`config.mk`:
```
export PLATFORM = sky130hd
export DESIGN_NAME = fuzzy_pi_dual_motor_controller_flat
export DESIGN_NICKNAME = d
export VERILOG_FILES = /design/src/rtl/fpdm_pkg.sv /design/src/rtl/fpdm_in_if.sv /design/src/rtl/fpdm_out_if.sv /design/src/rtl/fpdm_cfg_if.sv /design/src/rtl/fpdm_serial_mul.sv /design/src/rtl/fpdm_serial_div.sv /design/src/rtl/fuzzy_pi_dual_motor_controller.sv /design/src/flat_wrapper.sv
export VERILOG_INCLUDE_DIRS = /design/src /design/src/rtl
export SDC_FILE = /design/constraint.sdc
export NUM_CORES = 2
export LEC_CHECK = 0
export ABC_CLOCK_PERIOD_IN_PS = 15230
export BUFFER_PORTS_ARGS = -buffer_cell sky130_fd_sc_hd__buf_2
export CORE_ASPECT_RATIO = 0.6
export CORE_MARGIN = 2
export CORE_UTILIZATION = 65
export CTS_BUF_LIST = sky130_fd_sc_hd__clkbuf_16
export CTS_CLUSTER_SIZE = 24
export DETAILED_ROUTE_END_ITERATION = 10
export HOLD_SLACK_MARGIN = 0.12
export PLACE_DENSITY_LB_ADDON = 0.15
export SYNTH_ARGS = -nofsm -noshare
export SYNTH_HDL_FRONTEND = slang
export SYNTH_SLANG_ARGS = --single-unit
```
`constraint.sdc`:
```
create_clock -name clk -period 15.23 [get_ports clk]
set_clock_uncertainty 0.2 [all_clocks]
set_input_delay 3.8075 -clock clk [delete_from_list [all_inputs] [get_ports clk]]
set_output_delay 3.8075 -clock clk [all_outputs]
set_load 0.005 [all_outputs]
```
`src/rtl/fuzzy_pi_dual_motor_controller_assert.svh`:
```
// Assertion macros for the fuzzy PI dual motor controller.
// Included by the top level; needs nothing else.
`ifndef FUZZY_PI_DUAL_MOTOR_CONTROLLER_ASSERT_SVH
`define FUZZY_PI_DUAL_MOTOR_CONTROLLER_ASSERT_SVH
`ifndef ASSERT_OFF
`define FPDM_ASSERT(lbl, clk, rst_n, prop) \
	lbl: assert property (@(posedge clk) disable iff (!rst_n) prop) \
		else $error("fpdm assertion failed");
`define FPDM_NEVER(lbl, clk, rst_n, expr) \
	lbl: assert property (@(posedge clk) disable iff (!rst_n) !(expr)) \
		else $error("fpdm forbidden condition seen");
`else
`define FPDM_ASSERT(lbl, clk, rst_n, prop)
`define FPDM_NEVER(lbl, clk, rst_n, expr)
`endif
`endif

```
`src/rtl/fpdm_pkg.sv`:
```
// Shared widths, constants and the helper function of the fuzzy PI controller.
// No dependencies.
`timescale 1ns / 1ps
package fpdm_pkg;
	localparam int SPEED_FRAC_BITS_DEF = 16;

	localparam int MUL_A_W = 27;
	localparam int MUL_B_W = 16;
	localparam int MUL_P_W = MUL_A_W + MUL_B_W;
	localparam int DIV_N_W = 32;
	localparam int DIV_D_W = 18;
	localparam int CFG_IDX_W = 3;
	localparam int CFG_DATA_W = 16;

	localparam logic [11:0] TENTH = 12'd3277;
	localparam logic [15:0] ONE_Q15 = 16'd32768;
	localparam logic [15:0] FORTY_PCT = 16'd13107;
	localparam logic [6:0] DUTY_MAX = 7'd100;

	localparam logic [CFG_IDX_W-1:0] REG_ERROR_GAIN = 3'd0;
	localparam logic [CFG_IDX_W-1:0] REG_RATE_GAIN = 3'd1;
	localparam logic [CFG_IDX_W-1:0] REG_SPEED_STEP_GAIN = 3'd2;
	localparam logic [CFG_IDX_W-1:0] REG_TICK_RATE = 3'd3;
	localparam logic [CFG_IDX_W-1:0] REG_PWM_PERIOD = 3'd4;
	localparam logic [CFG_IDX_W-1:0] REG_STOP_DISTANCE = 3'd5;

	// Sign and magnitude of a Q.24 product to Q1.15: clamp to +-1.0, then
	// shift right by 9 rounding toward minus infinity.
	function automatic logic signed [16:0] q15_of(input logic neg,
			input logic [MUL_P_W-1:0] mag);
		logic [24:0] c;
		logic [16:0] up;
		logic [16:0] dn;
		c = (mag > MUL_P_W'(25'h1000000)) ? 25'h1000000 : mag[24:0];
		up = 17'(c >> 9);
		dn = 17'((26'(c) + 26'd511) >> 9);
		return neg ? -$signed(dn) : $signed(up);
	endfunction
endpackage

```
`src/rtl/fpdm_in_if.sv`:
```
// Input channel of the fuzzy PI controller: one control tick per beat.
// Depends on nothing.
`timescale 1ns / 1ps
interface fpdm_in_if;
	logic valid;
	logic ready;
	logic signed [15:0] heading_error;
	logic [15:0] goal_distance;
	modport source (output valid, heading_error, goal_distance, input ready);
	modport sink (input valid, heading_error, goal_distance, output ready);
endinterface

```
`src/rtl/fpdm_out_if.sv`:
```
// Result channel of the fuzzy PI controller: one result per beat.
// Depends on nothing.
`timescale 1ns / 1ps
interface fpdm_out_if;
	logic valid;
	logic ready;
	logic [15:0] left_compare;
	logic [15:0] right_compare;
	logic [6:0] left_duty;
	logic [6:0] right_duty;
	logic signed [15:0] fuzzy_step;
	logic stopped;
	modport source (output valid, left_compare, right_compare, left_duty,
		right_duty, fuzzy_step, stopped, input ready);
	modport sink (input valid, left_compare, right_compare, left_duty,
		right_duty, fuzzy_step, stopped, output ready);
endinterface

```
`src/rtl/fpdm_cfg_if.sv`:
```
// Register write channel of the fuzzy PI controller.
// Uses the index and data widths of fpdm_pkg.
`timescale 1ns / 1ps
interface fpdm_cfg_if import fpdm_pkg::*; ();
	logic valid;
	logic ready;
	logic [CFG_IDX_W-1:0] reg_index;
	logic [CFG_DATA_W-1:0] wr_data;
	modport source (output valid, reg_index, wr_data, input ready);
	modport sink (input valid, reg_index, wr_data, output ready);
endinterface

```
`src/rtl/fpdm_serial_mul.sv`:
```
// Bit-serial unsigned shift-add multiplier, one multiplier bit per cycle.
// Uses widths from fpdm_pkg.
`timescale 1ns / 1ps
module fpdm_serial_mul import fpdm_pkg::*; (
	input  logic               clk,
	input  logic               arst_n,
	input  logic               start,
	input  logic [MUL_A_W-1:0] a,
	input  logic [MUL_B_W-1:0] b,
	output logic               busy,
	output logic               done,
	output logic [MUL_P_W-1:0] p
);
	localparam int CNT_W = $clog2(MUL_B_W + 1);

	logic [MUL_P_W-1:0] a_q;
	logic [MUL_B_W-1:0] b_q;
	logic [MUL_P_W-1:0] acc_q;
	logic [CNT_W-1:0] cnt_q;
	logic busy_q;
	logic done_q;

	always_ff @(posedge clk or negedge arst_n) begin
		if (!arst_n) begin
			busy_q <= 1'b0;
			done_q <= 1'b0;
			cnt_q <= '0;
		end else begin
			done_q <= 1'b0;
			if (start) begin
				busy_q <= 1'b1;
				cnt_q <= CNT_W'(MUL_B_W);
			end else if (busy_q) begin
				cnt_q <= cnt_q - 1'b1;
				if (cnt_q == CNT_W'(1)) begin
					busy_q <= 1'b0;
					done_q <= 1'b1;
				end
			end
		end
	end

	always_ff @(posedge clk) begin
		if (start) begin
			a_q <= MUL_P_W'(a);
			b_q <= b;
			acc_q <= '0;
		end else if (busy_q) begin
			if (b_q[0]) begin
				acc_q <= acc_q + a_q;
			end
			a_q <= a_q << 1;
			b_q <= b_q >> 1;
		end
	end

	assign busy = busy_q;
	assign done = done_q;
	assign p = acc_q;
endmodule

```
`src/rtl/fpdm_serial_div.sv`:
```
// Restoring unsigned divider, one quotient bit per cycle.
// Uses widths from fpdm_pkg.
`timescale 1ns / 1ps
module fpdm_serial_div import fpdm_pkg::*; (
	input  logic               clk,
	input  logic               arst_n,
	input  logic               start,
	input  logic [DIV_N_W-1:0] n,
	input  logic [DIV_D_W-1:0] d,
	output logic               busy,
	output logic               done,
	output logic [DIV_N_W-1:0] q
);
	localparam int CNT_W = $clog2(DIV_N_W + 1);

	logic [DIV_N_W-1:0] dvd_q;
	logic [DIV_D_W-1:0] rem_q;
	logic [DIV_D_W-1:0] dsr_q;
	logic [CNT_W-1:0] cnt_q;
	logic busy_q;
	logic done_q;
	logic [DIV_D_W:0] trial;
	logic fits;

	assign trial = {rem_q, dvd_q[DIV_N_W-1]};
	assign fits = trial >= {1'b0, dsr_q};

	always_ff @(posedge clk or negedge arst_n) begin
		if (!arst_n) begin
			busy_q <= 1'b0;
			done_q <= 1'b0;
			cnt_q <= '0;
		end else begin
			done_q <= 1'b0;
			if (start) begin
				busy_q <= 1'b1;
				cnt_q <= CNT_W'(DIV_N_W);
			end else if (busy_q) begin
				cnt_q <= cnt_q - 1'b1;
				if (cnt_q == CNT_W'(1)) begin
					busy_q <= 1'b0;
					done_q <= 1'b1;
				end
			end
		end
	end

	always_ff @(posedge clk) begin
		if (start) begin
			dvd_q <= n;
			dsr_q <= d;
			rem_q <= '0;
		end else if (busy_q) begin
			rem_q <= fits ? DIV_D_W'(trial - {1'b0, dsr_q}) : trial[DIV_D_W-1:0];
			dvd_q <= {dvd_q[DIV_N_W-2:0], fits};
		end
	end

	assign busy = busy_q;
	assign done = done_q;
	assign q = dvd_q;
endmodule

```
`src/rtl/fuzzy_pi_dual_motor_controller.sv`:
```
// Top level of the fuzzy PI dual motor controller: sequencer, state and registers.
// Depends on fpdm_pkg, the three channel interfaces, fpdm_serial_mul,
// fpdm_serial_div and the assertion macro header.
//
// Usage: each beat on in_ch is one control tick (heading error, goal distance).
// The block answers with exactly one beat on out_ch carrying the PWM compares,
// integer duties, the defuzzified correction and the stop flag. Registers are
// written over cfg (index, data) whenever the block is idle; cfg is always ready.
// One tick runs through a shared bit-serial multiplier (16 products) and a
// shared restoring divider (5 quotients). A new tick is taken in the cycle
// after the previous one has been handed to the output register.
// If the receiver stalls, the finished result waits in the output register while
// the next tick is already accepted and computed; its result waits until the
// register frees. Reset clears the stored error and both speeds and loads the
// register defaults; it also drops any pending result.
`timescale 1ns / 1ps
`include "fuzzy_pi_dual_motor_controller_assert.svh"
module fuzzy_pi_dual_motor_controller import fpdm_pkg::*; #(
	parameter int SPEED_FRAC_BITS = SPEED_FRAC_BITS_DEF
) (
	input logic        clk,
	input logic        arst_n,
	fpdm_in_if.sink    in_ch,
	fpdm_out_if.source out_ch,
	fpdm_cfg_if.sink   cfg
);
	// Speed keeps 7 integer bits; the step is scaled from Q.23 by a constant shift.
	localparam int SP_W = SPEED_FRAC_BITS + 7;
	localparam int LSH = (SPEED_FRAC_BITS > 23) ? (SPEED_FRAC_BITS - 23) : 0;
	localparam int RSH = (SPEED_FRAC_BITS > 23) ? 0 : (23 - SPEED_FRAC_BITS);
	localparam int DM_W = 32 + LSH;
	localparam int SUM_W = DM_W + 2;
	localparam logic [SUM_W-1:0] SPD_TOP = SUM_W'(DUTY_MAX) << SPEED_FRAC_BITS;

	localparam logic [3:0] ST_IDLE = 4'd0;
	localparam logic [3:0] ST_RATE = 4'd1;
	localparam logic [3:0] ST_XQ = 4'd2;
	localparam logic [3:0] ST_RQ = 4'd3;
	localparam logic [3:0] ST_MEM_S = 4'd4;
	localparam logic [3:0] ST_MEM_Z = 4'd5;
	localparam logic [3:0] ST_RULE = 4'd6;
	localparam logic [3:0] ST_NUM = 4'd7;
	localparam logic [3:0] ST_QUO = 4'd8;
	localparam logic [3:0] ST_STEP = 4'd9;
	localparam logic [3:0] ST_LMUL = 4'd10;
	localparam logic [3:0] ST_LDIV = 4'd11;
	localparam logic [3:0] ST_RMUL = 4'd12;
	localparam logic [3:0] ST_RDIV = 4'd13;
	localparam logic [3:0] ST_OUT = 4'd14;

	// Configuration registers.
	logic [15:0] eg_q, rg_q, ssg_q, period_q, stop_q;
	logic [9:0] tick_q;

	// Sequencer and tick state.
	logic [3:0] state_q;
	logic phase_q;
	logic [1:0] ei_q, ri_q;
	logic signed [15:0] err_q, last_err_q;
	logic [15:0] dist_q;
	logic [25:0] rate_mag_q;
	logic rate_neg_q;
	logic signed [16:0] xq_q, rq_q;
	logic [15:0] side_q, ez_q;
	logic [15:0] str_q [3][3];
	logic num_neg_q;
	logic [31:0] num_mag_q;
	logic [17:0] sum_q;
	logic signed [15:0] step_q;
	logic [SP_W-1:0] lspd_q, rspd_q;
	logic [6:0] ldut_q, rdut_q;
	logic [22:0] lprod_q, rprod_q;
	logic [15:0] lcmp_q, rcmp_q;

	// Output register.
	logic out_valid_q;
	logic [15:0] o_lcmp_q, o_rcmp_q;
	logic [6:0] o_ldut_q, o_rdut_q;
	logic signed [15:0] o_step_q;
	logic o_stop_q;

	// Arithmetic units.
	logic mul_start, mul_busy, mul_done;
	logic [MUL_A_W-1:0] mul_a;
	logic [MUL_B_W-1:0] mul_b;
	logic [MUL_P_W-1:0] mul_p;
	logic div_start, div_busy, div_done;
	logic [DIV_N_W-1:0] div_n;
	logic [DIV_D_W-1:0] div_d;
	logic [DIV_N_W-1:0] div_q;

	fpdm_serial_mul u_mul (
		.clk(clk), .arst_n(arst_n), .start(mul_start), .a(mul_a), .b(mul_b),
		.busy(mul_busy), .done(mul_done), .p(mul_p)
	);

	fpdm_serial_div u_div (
		.clk(clk), .arst_n(arst_n), .start(div_start), .n(div_n), .d(div_d),
		.busy(div_busy), .done(div_done), .q(div_q)
	);

	// Derived values, taken from registers that hold still during a step or from the multiplier product.
	logic [16:0] diff, diff_abs, err_ext, err_abs, xq_abs, rq_abs, step_ext, step_abs;
	logic [11:0] ax_c;
	logic [15:0] e_n, e_p, r_n, r_z, r_p, e_sel, r_sel;
	logic [15:0] b_nb, b_ns, b_ze, b_ps, b_pb;
	logic [16:0] pb_nb, dps, dps_abs;
	logic [33:0] p40, num;
	logic use_div, in_step, unit_done, out_free, in_acc;

	assign diff = {err_q[15], err_q} - {last_err_q[15], last_err_q};
	assign diff_abs = diff[16] ? -diff : diff;
	assign err_ext = {err_q[15], err_q};
	assign err_abs = err_q[15] ? -err_ext : err_ext;

	// Memberships of the error: both side sets share one quotient.
	assign xq_abs = xq_q[16] ? 17'(-xq_q) : 17'(xq_q);
	assign ax_c = (xq_abs > 17'(TENTH)) ? TENTH : xq_abs[11:0];
	assign e_n = xq_q[16] ? side_q : 16'd0;
	assign e_p = xq_q[16] ? 16'd0 : side_q;

	// Memberships of the rate are linear in the clamped rate.
	assign rq_abs = rq_q[16] ? 17'(-rq_q) : 17'(rq_q);
	assign r_n = rq_q[16] ? rq_abs[15:0] : 16'd0;
	assign r_p = rq_q[16] ? 16'd0 : rq_abs[15:0];
	assign r_z = 16'(17'(ONE_Q15) - rq_abs);

	always_comb begin
		case (ei_q)
			2'd0: e_sel = e_n;
			2'd1: e_sel = ez_q;
			2'd2: e_sel = e_p;
			default: e_sel = 16'd0;
		endcase
		case (ri_q)
			2'd0: r_sel = r_n;
			2'd1: r_sel = r_z;
			2'd2: r_sel = r_p;
			default: r_sel = 16'd0;
		endcase
	end

	// Output sets merge by max over the rules that point at them.
	always_comb begin
		b_nb = str_q[0][0];
		b_ns = (str_q[0][1] > str_q[1][0]) ? str_q[0][1] : str_q[1][0];
		b_ze = (str_q[0][2] > str_q[1][1]) ? str_q[0][2] : str_q[1][1];
		b_ze = (b_ze > str_q[2][0]) ? b_ze : str_q[2][0];
		b_ps = (str_q[1][2] > str_q[2][1]) ? str_q[1][2] : str_q[2][1];
		b_pb = str_q[2][2];
	end

	assign pb_nb = {1'b0, b_pb} - {1'b0, b_nb};
	assign dps = {1'b0, b_ps} - {1'b0, b_ns};
	assign dps_abs = dps[16] ? -dps : dps;
	assign p40 = dps[16] ? -34'(mul_p[28:0]) : 34'(mul_p[28:0]);
	assign num = {{2{pb_nb[16]}}, pb_nb, 15'd0} + p40;

	assign step_ext = {step_q[15], step_q};
	assign step_abs = step_q[15] ? -step_ext : step_ext;

	// Speed update from the finished step product.
	logic [DM_W-1:0] dm;
	logic [SUM_W-1:0] sd, rsum, lsum;
	logic [SP_W-1:0] rnew, lnew;

	function automatic logic [SP_W-1:0] clamp_spd(input logic [SUM_W-1:0] s);
		if (s[SUM_W-1]) begin
			return '0;
		end else if (s > SPD_TOP) begin
			return SPD_TOP[SP_W-1:0];
		end
		return s[SP_W-1:0];
	endfunction

	assign dm = (DM_W'(mul_p[31:0]) << LSH) >> RSH;
	assign sd = step_q[15] ? -SUM_W'(dm) : SUM_W'(dm);
	assign rsum = SUM_W'(rspd_q) + sd;
	assign lsum = SUM_W'(lspd_q) - sd;
	assign rnew = clamp_spd(rsum);
	assign lnew = clamp_spd(lsum);

	// Operand selection for the unit owned by the current state.
	always_comb begin
		mul_a = '0;
		mul_b = '0;
		div_n = '0;
		div_d = '0;
		use_div = 1'b0;
		case (state_q)
			ST_RATE: begin
				mul_a = MUL_A_W'(diff_abs[15:0]);
				mul_b = MUL_B_W'(tick_q);
			end
			ST_XQ: begin
				mul_a = MUL_A_W'(err_abs[15:0]);
				mul_b = eg_q;
			end
			ST_RQ: begin
				mul_a = MUL_A_W'(rate_mag_q);
				mul_b = rg_q;
			end
			ST_MEM_S: begin
				use_div = 1'b1;
				div_n = DIV_N_W'({ax_c, 15'd0});
				div_d = DIV_D_W'(TENTH);
			end
			ST_MEM_Z: begin
				use_div = 1'b1;
				div_n = DIV_N_W'({12'(TENTH - ax_c), 15'd0});
				div_d = DIV_D_W'(TENTH);
			end
			ST_RULE: begin
				mul_a = MUL_A_W'(e_sel);
				mul_b = r_sel;
			end
			ST_NUM: begin
				mul_a = MUL_A_W'(dps_abs[15:0]);
				mul_b = FORTY_PCT;
			end
			ST_QUO: begin
				use_div = 1'b1;
				div_n = num_mag_q;
				div_d = sum_q;
			end
			ST_STEP: begin
				mul_a = MUL_A_W'(step_abs[15:0]);
				mul_b = ssg_q;
			end
			ST_LMUL: begin
				mul_a = MUL_A_W'(period_q);
				mul_b = MUL_B_W'(ldut_q);
			end
			ST_LDIV: begin
				use_div = 1'b1;
				div_n = DIV_N_W'(lprod_q);
				div_d = DIV_D_W'(DUTY_MAX);
			end
			ST_RMUL: begin
				mul_a = MUL_A_W'(period_q);
				mul_b = MUL_B_W'(rdut_q);
			end
			ST_RDIV: begin
				use_div = 1'b1;
				div_n = DIV_N_W'(rprod_q);
				div_d = DIV_D_W'(DUTY_MAX);
			end
			default: begin
			end
		endcase
	end

	// Each working state launches its unit once, then waits for its done pulse.
	assign in_step = (state_q != ST_IDLE) && (state_q != ST_OUT);
	assign mul_start = in_step && !phase_q && !use_div;
	assign div_start = in_step && !phase_q && use_div;
	assign unit_done = phase_q && (use_div ? div_done : mul_done);
	assign out_free = !out_valid_q || out_ch.ready;
	assign in_acc = in_ch.valid && in_ch.ready;

	assign in_ch.ready = (state_q == ST_IDLE);
	assign cfg.ready = 1'b1;

	always_ff @(posedge clk or negedge arst_n) begin
		if (!arst_n) begin
			eg_q <= 16'd12288;
			rg_q <= 16'd2048;
			ssg_q <= 16'd1280;
			tick_q <= 10'd10;
			period_q <= 16'd399;
			stop_q <= 16'd26;
		end else if (cfg.valid) begin
			case (cfg.reg_index)
				REG_ERROR_GAIN: eg_q <= cfg.wr_data;
				REG_RATE_GAIN: rg_q <= cfg.wr_data;
				REG_SPEED_STEP_GAIN: ssg_q <= cfg.wr_data;
				REG_TICK_RATE: tick_q <= cfg.wr_data[9:0];
				REG_PWM_PERIOD: period_q <= cfg.wr_data;
				REG_STOP_DISTANCE: stop_q <= cfg.wr_data;
				default: begin
				end
			endcase
		end
	end

	// Control state and the state carried from tick to tick.
	always_ff @(posedge clk or negedge arst_n) begin
		if (!arst_n) begin
			state_q <= ST_IDLE;
			phase_q <= 1'b0;
			ei_q <= 2'd0;
			ri_q <= 2'd0;
			last_err_q <= '0;
			lspd_q <= '0;
			rspd_q <= '0;
			out_valid_q <= 1'b0;
		end else begin
			// A new result may replace the one leaving in the same cycle.
			if ((state_q == ST_OUT) && out_free) begin
				out_valid_q <= 1'b1;
			end else if (out_ch.ready) begin
				out_valid_q <= 1'b0;
			end
			if (state_q == ST_IDLE) begin
				if (in_acc) begin
					state_q <= ST_RATE;
					phase_q <= 1'b0;
				end
			end else if (state_q == ST_OUT) begin
				if (out_free) begin
					state_q <= ST_IDLE;
				end
			end else if (!phase_q) begin
				phase_q <= 1'b1;
			end else if (unit_done) begin
				phase_q <= 1'b0;
				case (state_q)
					ST_MEM_Z: begin
						ei_q <= 2'd0;
						ri_q <= 2'd0;
						state_q <= ST_RULE;
					end
					ST_RULE: begin
						if (ri_q == 2'd2) begin
							ri_q <= 2'd0;
							if (ei_q == 2'd2) begin
								state_q <= ST_NUM;
							end else begin
								ei_q <= ei_q + 2'd1;
							end
						end else begin
							ri_q <= ri_q + 2'd1;
						end
					end
					ST_STEP: begin
						rspd_q <= rnew;
						lspd_q <= lnew;
						last_err_q <= err_q;
						state_q <= ST_LMUL;
					end
					default: begin
						state_q <= state_q + 4'd1;
					end
				endcase
			end
		end
	end

	// Datapath captures.
	always_ff @(posedge clk) begin
		if (in_acc) begin
			err_q <= in_ch.heading_error;
			dist_q <= in_ch.goal_distance;
		end
		if (unit_done) begin
			case (state_q)
				ST_RATE: begin
					rate_mag_q <= mul_p[25:0];
					rate_neg_q <= diff[16];
				end
				ST_XQ: xq_q <= q15_of(err_q[15], mul_p);
				ST_RQ: rq_q <= q15_of(rate_neg_q, mul_p);
				ST_MEM_S: side_q <= div_q[15:0];
				ST_MEM_Z: ez_q <= div_q[15:0];
				ST_RULE: str_q[ei_q][ri_q] <= mul_p[30:15];
				ST_NUM: begin
					num_neg_q <= num[33];
					num_mag_q <= num[33] ? 32'(-num) : num[31:0];
					sum_q <= 18'(b_nb) + 18'(b_ns) + 18'(b_ze) + 18'(b_ps) + 18'(b_pb);
				end
				ST_QUO: begin
					if (sum_q == '0) begin
						step_q <= '0;
					end else if (num_neg_q) begin
						step_q <= (div_q > 32'd32768) ? 16'sh8000 : 16'(-div_q);
					end else begin
						step_q <= (div_q > 32'd32767) ? 16'sh7fff : 16'(div_q);
					end
				end
				ST_STEP: begin
					ldut_q <= lnew[SP_W-1:SPEED_FRAC_BITS];
					rdut_q <= rnew[SP_W-1:SPEED_FRAC_BITS];
				end
				ST_LMUL: lprod_q <= mul_p[22:0];
				ST_LDIV: lcmp_q <= div_q[15:0];
				ST_RMUL: rprod_q <= mul_p[22:0];
				ST_RDIV: rcmp_q <= div_q[15:0];
				default: begin
				end
			endcase
		end
		if ((state_q == ST_OUT) && out_free) begin
			o_stop_q <= (dist_q <= stop_q);
			o_lcmp_q <= (dist_q <= stop_q) ? 16'd0 : lcmp_q;
			o_rcmp_q <= (dist_q <= stop_q) ? 16'd0 : rcmp_q;
			o_ldut_q <= ldut_q;
			o_rdut_q <= rdut_q;
			o_step_q <= step_q;
		end
	end

	assign out_ch.valid = out_valid_q;
	assign out_ch.left_compare = o_lcmp_q;
	assign out_ch.right_compare = o_rcmp_q;
	assign out_ch.left_duty = o_ldut_q;
	assign out_ch.right_duty = o_rdut_q;
	assign out_ch.fuzzy_step = o_step_q;
	assign out_ch.stopped = o_stop_q;

	`FPDM_NEVER(a_units_exclusive, clk, arst_n, mul_busy && div_busy)
	`FPDM_ASSERT(a_leave_idle, clk, arst_n, in_acc |=> (state_q != ST_IDLE))
	`FPDM_ASSERT(a_stop_zero, clk, arst_n, (out_valid_q && o_stop_q) |-> ((o_lcmp_q | o_rcmp_q) == '0))
	`FPDM_ASSERT(a_duty_range, clk, arst_n, out_valid_q |-> ((o_ldut_q <= DUTY_MAX) && (o_rdut_q <= DUTY_MAX)))
endmodule
```
`src/flat_wrapper.sv`:
```
// flat-port wrapper written by rule: the top's interface ports become plain ports
module fuzzy_pi_dual_motor_controller_flat import fpdm_pkg::*;
#(
	parameter int SPEED_FRAC_BITS = SPEED_FRAC_BITS_DEF
)
  (clk, arst_n, in_ch_valid, in_ch_heading_error, in_ch_goal_distance, in_ch_ready, out_ch_valid, out_ch_left_compare, out_ch_right_compare, out_ch_left_duty, out_ch_right_duty, out_ch_fuzzy_step, out_ch_stopped, out_ch_ready, cfg_valid, cfg_reg_index, cfg_wr_data, cfg_ready);
  fpdm_in_if in_ch_i ();
  fpdm_out_if out_ch_i ();
  fpdm_cfg_if cfg_i ();
  input logic clk;
  input logic arst_n;
  input wire logic [$bits(in_ch_i.valid)-1:0] in_ch_valid;
  input wire logic [$bits(in_ch_i.heading_error)-1:0] in_ch_heading_error;
  input wire logic [$bits(in_ch_i.goal_distance)-1:0] in_ch_goal_distance;
  output wire logic [$bits(in_ch_i.ready)-1:0] in_ch_ready;
  output wire logic [$bits(out_ch_i.valid)-1:0] out_ch_valid;
  output wire logic [$bits(out_ch_i.left_compare)-1:0] out_ch_left_compare;
  output wire logic [$bits(out_ch_i.right_compare)-1:0] out_ch_right_compare;
  output wire logic [$bits(out_ch_i.left_duty)-1:0] out_ch_left_duty;
  output wire logic [$bits(out_ch_i.right_duty)-1:0] out_ch_right_duty;
  output wire logic [$bits(out_ch_i.fuzzy_step)-1:0] out_ch_fuzzy_step;
  output wire logic [$bits(out_ch_i.stopped)-1:0] out_ch_stopped;
  input wire logic [$bits(out_ch_i.ready)-1:0] out_ch_ready;
  input wire logic [$bits(cfg_i.valid)-1:0] cfg_valid;
  input wire logic [$bits(cfg_i.reg_index)-1:0] cfg_reg_index;
  input wire logic [$bits(cfg_i.wr_data)-1:0] cfg_wr_data;
  output wire logic [$bits(cfg_i.ready)-1:0] cfg_ready;
  assign in_ch_i.valid = in_ch_valid;
  assign in_ch_i.heading_error = in_ch_heading_error;
  assign in_ch_i.goal_distance = in_ch_goal_distance;
  assign in_ch_ready = in_ch_i.ready;
  assign out_ch_valid = out_ch_i.valid;
  assign out_ch_left_compare = out_ch_i.left_compare;
  assign out_ch_right_compare = out_ch_i.right_compare;
  assign out_ch_left_duty = out_ch_i.left_duty;
  assign out_ch_right_duty = out_ch_i.right_duty;
  assign out_ch_fuzzy_step = out_ch_i.fuzzy_step;
  assign out_ch_stopped = out_ch_i.stopped;
  assign out_ch_i.ready = out_ch_ready;
  assign cfg_i.valid = cfg_valid;
  assign cfg_i.reg_index = cfg_reg_index;
  assign cfg_i.wr_data = cfg_wr_data;
  assign cfg_ready = cfg_i.ready;
  fuzzy_pi_dual_motor_controller #(.SPEED_FRAC_BITS(SPEED_FRAC_BITS)) u_core (.clk(clk), .arst_n(arst_n), .in_ch(in_ch_i), .out_ch(out_ch_i), .cfg(cfg_i));
endmodule
```
# Word-level counts from Yosys, hierarchy flattened
# Memory sizes are Yosys's and may differ from the RTL's.
# Cells that the tools add are included.
# word_totals
mem_bits_rw	144
n_memories	1
regBits	694
elab_cells	278
# classes
order_cmp	14
n_reduce_logical	52
bitwise	3
add_sub_neg	31
eq_ne	33
mux	91
# memory_table
memory	words	word_bits	read_ports	rd_ports_with_merged_regs	write_ports	line_no	source
u_core.str_q	3	48	3	0	1	fuzzy_pi_dual_motor_controller.sv:65	logic [15:0] str_q [3][3];
# op_table
cell	count
$mux 16	21
$pmux 26 s7	1
$pmux 32 s5	1
$mux 23	6
$pmux 16 s8	1
$mux 32	3
$neg 16->16	6
$pmux 16 s3	2
$gt 34x23->1 const B	2
$mux 34	2
$gt 16x16->1	4
$add 18x16->18	3
$mux 27	2
$pmux 18 s3	1
$sub 16x16->17	3
$mux 48	1
$add 43x43->43	1
$gt 43x25->1 const B	1
$reduce_and 2->1	20
$add 23x34->34	1
$add 34x34->34	1
$neg 17->17	2
$neg 25->34	1
$neg 29->34	1
63 further kinds	137

# Longest topological paths before layout
# depth
ltp_word	9
ltp_mapped	40
depth_no_buf	37

# Modules after synthesis
# Synthesis repeated with hierarchy kept, for this count alone.
# unflattened
hier_cells	4965
hier_area_um2	51628.3
# modules_own_cells
mod	area_per_inst_um2	seq_area_each_um2	instances	cells_per_inst
fuzzy_pi_dual_motor_controller	41110.7	18818.0	1	3963
fpdm_serial_mul	6399.9	2647.5	1	632
fpdm_serial_div	4117.7	2062.0	1	370

# Worst setup path before layout
# No wires, ideal clock.
# synth_timing
path_type	register to register
start	mem u_core.str_q[1][17] in the netlist's numbering
end	reg u_core.sum_q[17], data pin
period_less_slack_ps	8694
n_path_buf	3
stages_incl_launch_ff	41
t_arrival_ps	8236
path_slack_ps	6536
setup_ps	258
cell_sequence	edfxtp_1 inv_1 ha_1 nor2b_1 o21a_1 o21a_1 o21a_1 o21a_1 o21a_1 o211ai_1 and2_1 clkbuf_1 clkbuf_1 o211ai_1 ha_1 nor2b_1 o21a_1 o21a_1 (+5 left out) a21oi_1 clkbuf_1 mux2i_1 fa_1 inv_1 fa_1 ha_1 fa_1 a21o_1 a21oi_1 o21bai_1 a21o_1 a21oi_1 o21ai_0 o41ai_1 o2111ai_1 a21oi_1 xnor2_1
# synth_lines
element	line_no	source
from (decl)	fuzzy_pi_dual_motor_controller.sv:65	
to (signal assigned)	fuzzy_pi_dual_motor_controller.sv:369	sum_q <= 18'(b_nb) + 18'(b_ns) + 18'(b_ze) + 18'(b_ps) + 18'(b_pb);
to (decl)	fuzzy_pi_dual_motor_controller.sv:68	logic [17:0] sum_q;

==> impl_results.md <==
* Top_reg_cell synth: edfxtp_1
* Initial DRC count at 6065
* R2R setup slack at 5.54 ns
* Clock sink count at approximately 840
* Clock share of power at 44.7%
* Cell Int Power at 3.73 mW
* RePlAce Congestion at 1.02
* Max-cap violations at 0
* Synth cell types at 120
* Global route overflow at 0
* Clk root buf: clkbuf_16
* Actual transition at the worst max-transition pin at 1.35 ns
* Layout cells sized above 1 at around 11%
* # DRC at 0
* Row Count at 80
* CTS HTree Levels at 3
* Syn Inst Count at 5100
* First-pass GRT wire length at around 230000 um
* Reg2reg start: u_core.str_q[2][17]$_DFFE_PP_
* Sequential element share of the synthesized area at a little under half
* CP Capture Point: u_core.num_mag_q[4]$_DFFE_PP_
* Largest net degree at the start of global routing at around 100
* Syn-to-layout area delta at 8.59%
* Final TNS setup at 0 ns
* Crit. End Element: flip-flop
* Initial antenna violation count at 7
* Initial Utilization at 65.3%
* Total track usage at 37.1%
* Yosys reg bits at between 800 and 900
* Vias in the first global route at 37600
* Worst setup SP type: flip-flop
* CTS clk-pin slew, worst paths at approximately 0.07 ns
* Most frequent CP cell: o21a_1
* Critical Path Source: u_core.str_q[2][17]$_DFFE_PP_
* Postcts setup bufs at 0
* Synthesis warning total at 0
* Num ports at 122
* Filler Cell Count at 5873
* Crit path kind: reg -> reg
* Slew Viols, Final at 0
* Num CTS Buffers at 80
* Req. time, crit path at 15.44 ns
* Worst setup margin at roughly 5.5 ns
* Worst hold margin at 0.246 ns
* Multi-input gate area at 0.0261 mm2
* Netlist Area Pre-Place at 0.0517 mm2
* CTS Buffer Depth at 3
* Worst rel slew slack at 9.16%
* Drt pass-1 iters at 9
* Final setup vio count at 0
* Number of cells on the worst reg-to-reg path at 35
* CP max FO at 30
* IR drop worst, VDD at about 0.096 mV
* Status: complete, no violations
* Number of flops mapped to enable cells by yosys at between 500 and 600
* Mapped Nets at between 5000 and 6000
* Period utilization at between 60% and 70%
* CP max-delay cell: a21o_1
* RSZ-0062 raised after global routing: false
* Vias after detailed routing at 41700
* Avg WL per Cell at 24.6 um
* Antenna Nets Post-Route at 0
* Comb pwr share at 2.8%
* Drt total wl at about 150000 um
* Area of the core at 0.0792 mm2
* Die area at 0.0819 mm2
* Cts hold-fix bufs at 0
* P_sw at 1.06 mW
* Register area at about 0.024 mm2
* Clk_lat worst skew at 0.70 ns
* Final count of hold timing violations at 0
* CP Data Arrival Time at 9.90 ns
* Input/output buffers at 120
* Period minus WS final at 9.69 ns
* Cell Pwr Density at approximately 85 mW/mm2
* Die Wd at 368 um
* Syn avg cell area at 10.1 um2
* Seq pwr share at 52.5%
* CP peak stage delay at 0.77 ns
* Cts repair resizes at 0
* Worst reg2reg endpoint: u_core.num_mag_q[4]$_DFFE_PP_
* Via density at 6.64
* Worst hold path type: reg -> reg
* DP HPWL at 114000 um
* Leak Pwr at between 20 and 25 nW
* Setup slack at placement at about 5.7 ns
* Height of the chip at 223 um
* Final nets at between 5000 and 6000
* Async SR Flop Fraction at 21.1%
* TritonCTS clock tree: built
* Fmax at 103 MHz
* Sw Share at 22.1%
state kept, by name, indices dropped and copies added, names as in the netlist, 17 cells and up:
register	flops
u_core.sum_q	18
u_core.rprod_q	23
u_core.num_mag_q	32
u_core.u_div.q	32
u_core.str_q	144
u_core.rq_q	17
u_core.u_div.dsr_q	18
u_core.lspd_q	23
u_core.xq_q	17
u_core.u_mul.a_q	43
u_core.u_div.rem_q	18
u_core.rate_mag_q	26
u_core.rspd_q	23
u_core.u_mul.p	43
u_core.lprod_q	23
how the worst min path moves through the flow:
stage / slack [ns] / end / cells past startpoint / from
global placement: 0.24 / u_core.out_ch.fuzzy_step[15]$_DFFE_PP_ / 0 / u_core.step_q[15]$_SDFFCE_PN0P_
floorplan: 0.23 / u_core.out_ch.right_duty[1]$_DFFE_PP_ / 0 / u_core.rdut_q[1]$_DFFE_PP_
CTS: 0.25 / u_core.out_ch.right_duty[4]$_DFFE_PP_ / 0 / u_core.rdut_q[4]$_DFFE_PP_
detailed placement: 0.24 / u_core.out_ch.right_duty[5]$_DFFE_PP_ / 0 / u_core.rdut_q[5]$_DFFE_PP_
global route: 0.25 / u_core.out_ch.right_duty[4]$_DFFE_PP_ / 0 / u_core.rdut_q[4]$_DFFE_PP_
finish: 0.25 / u_core.out_ch.left_duty[3]$_DFFE_PP_ / 0 / u_core.ldut_q[3]$_DFFE_PP_
power groups by stage:
| stage | logic, mW | registers (mW) | clock network [mW] |
|---|---|---|---|
| 2_1_floorplan | 0.0858 | 2.54 | 0 |
| 5_1_grt | 0.147 | 2.52 | 2.23 |
| 3_3_place_gp | 0.123 | 2.56 | 0 |
| 4_1_cts | 0.133 | 2.51 | 2.15 |
| 6_report | 0.133 | 2.51 | 2.14 |
| 3_5_place_dp | 0.131 | 2.56 | 0 |
synth_stat cells (46+ instances only):
cell / count / area (um2)
nand4_1: 47 / 294
xor2_1: 132 / 1160
a21o_1: 86 / 646
clkbuf_1: 183 / 687
mux2i_1: 74 / 741
mux2_2: 137 / 1540
nand2_1: 502 / 1880
a21oi_1: 354 / 1770
a22oi_1: 56 / 420
ha_1: 310 / 3880
a31oi_1: 82 / 513
nor2_1: 321 / 1200
o21a_1: 65 / 488
a211oi_1: 46 / 345
xnor2_1: 219 / 1920
nand3_1: 107 / 536
or3_1: 48 / 300
o21ai_0: 253 / 1270
nor3_1: 98 / 490
dfrtp_1: 161 / 4030
dfxtp_1: 77 / 1540
edfxtp_1: 584 / 17500
inv_1: 334 / 1250
per-stage QoR:
step	instance area, um2	utilization [%]	cells	power, mW
floorplan	51700	-	5100	2.63
global placement	53400	67.4	6126	2.68
detailed placement	53400	67.4	6126	2.69
CTS	56200	70.9	6276	4.79
global route	56200	70.9	6276	4.89
finish	56200	71.0	6278	4.78
routing by layer:
layer | up-vias | global-route usage [%] | part of all wire (%)
met5 | - | 0.874 | 0.066
met2 | 2556 | 48.3 | 39
li1 | 18900 | - | -
met1 | 20000 | 58.0 | 44
met4 | 2 | 8.51 | 2.3
met3 | 257 | 13.4 | 15
worst max-delay path, delay by kind of cell, from the launching register on:
kind	cells	cell delay (ns)
AO/OA/AOI/OAI	19	4.75
adder cells (fa/ha/maj)	5	1.58
XOR/XNOR	5	1.08
AND/OR/NAND/NOR	2	0.79
flip-flops	1	0.37
buffers and inverters	3	0.33
multiplexers	1	0.29
final cells by class:
cell class              count  area share, %
well taps                1066           2.37
inverters                 339           2.27
multi-input cells        3692           46.4
repair buffers            191           2.03
clock buffers              83           3.70
clock inverters            67           1.29
diodes                      2        0.00891
flip-flops and latches    838           41.9
logic make-up (layout without fill, tap and decap cells):
group	count (synthesis)	count (layout)	share of synthesized area (%)
fa+ha+maj	351	351	9.08
simple gates	1441	1441	13.4
mux	211	211	4.41
xor+xnor	356	356	6.14
flops	838	838	45.5
buf+inv	570	680	4.34
other cells	1	3	0.00725
compound gates	1332	1332	17.1
cells in the final DEF (no fill, tap or decap), drive strengths merged, types with 74 or more instances in the layout:
cell	n
inv	352
a31oi	83
a21oi	355
xnor2	221
xor2	135
a21o	86
nor2	321
dfxtp	77
mux2	137
mux2i	74
buf	190
o21ai	264
nand3	107
nand2	503
ha	310
clkbuf	84
nor3	100
edfxtp	584
dfrtp	161
Note: power is estimated with default switching activity, not from simulation.
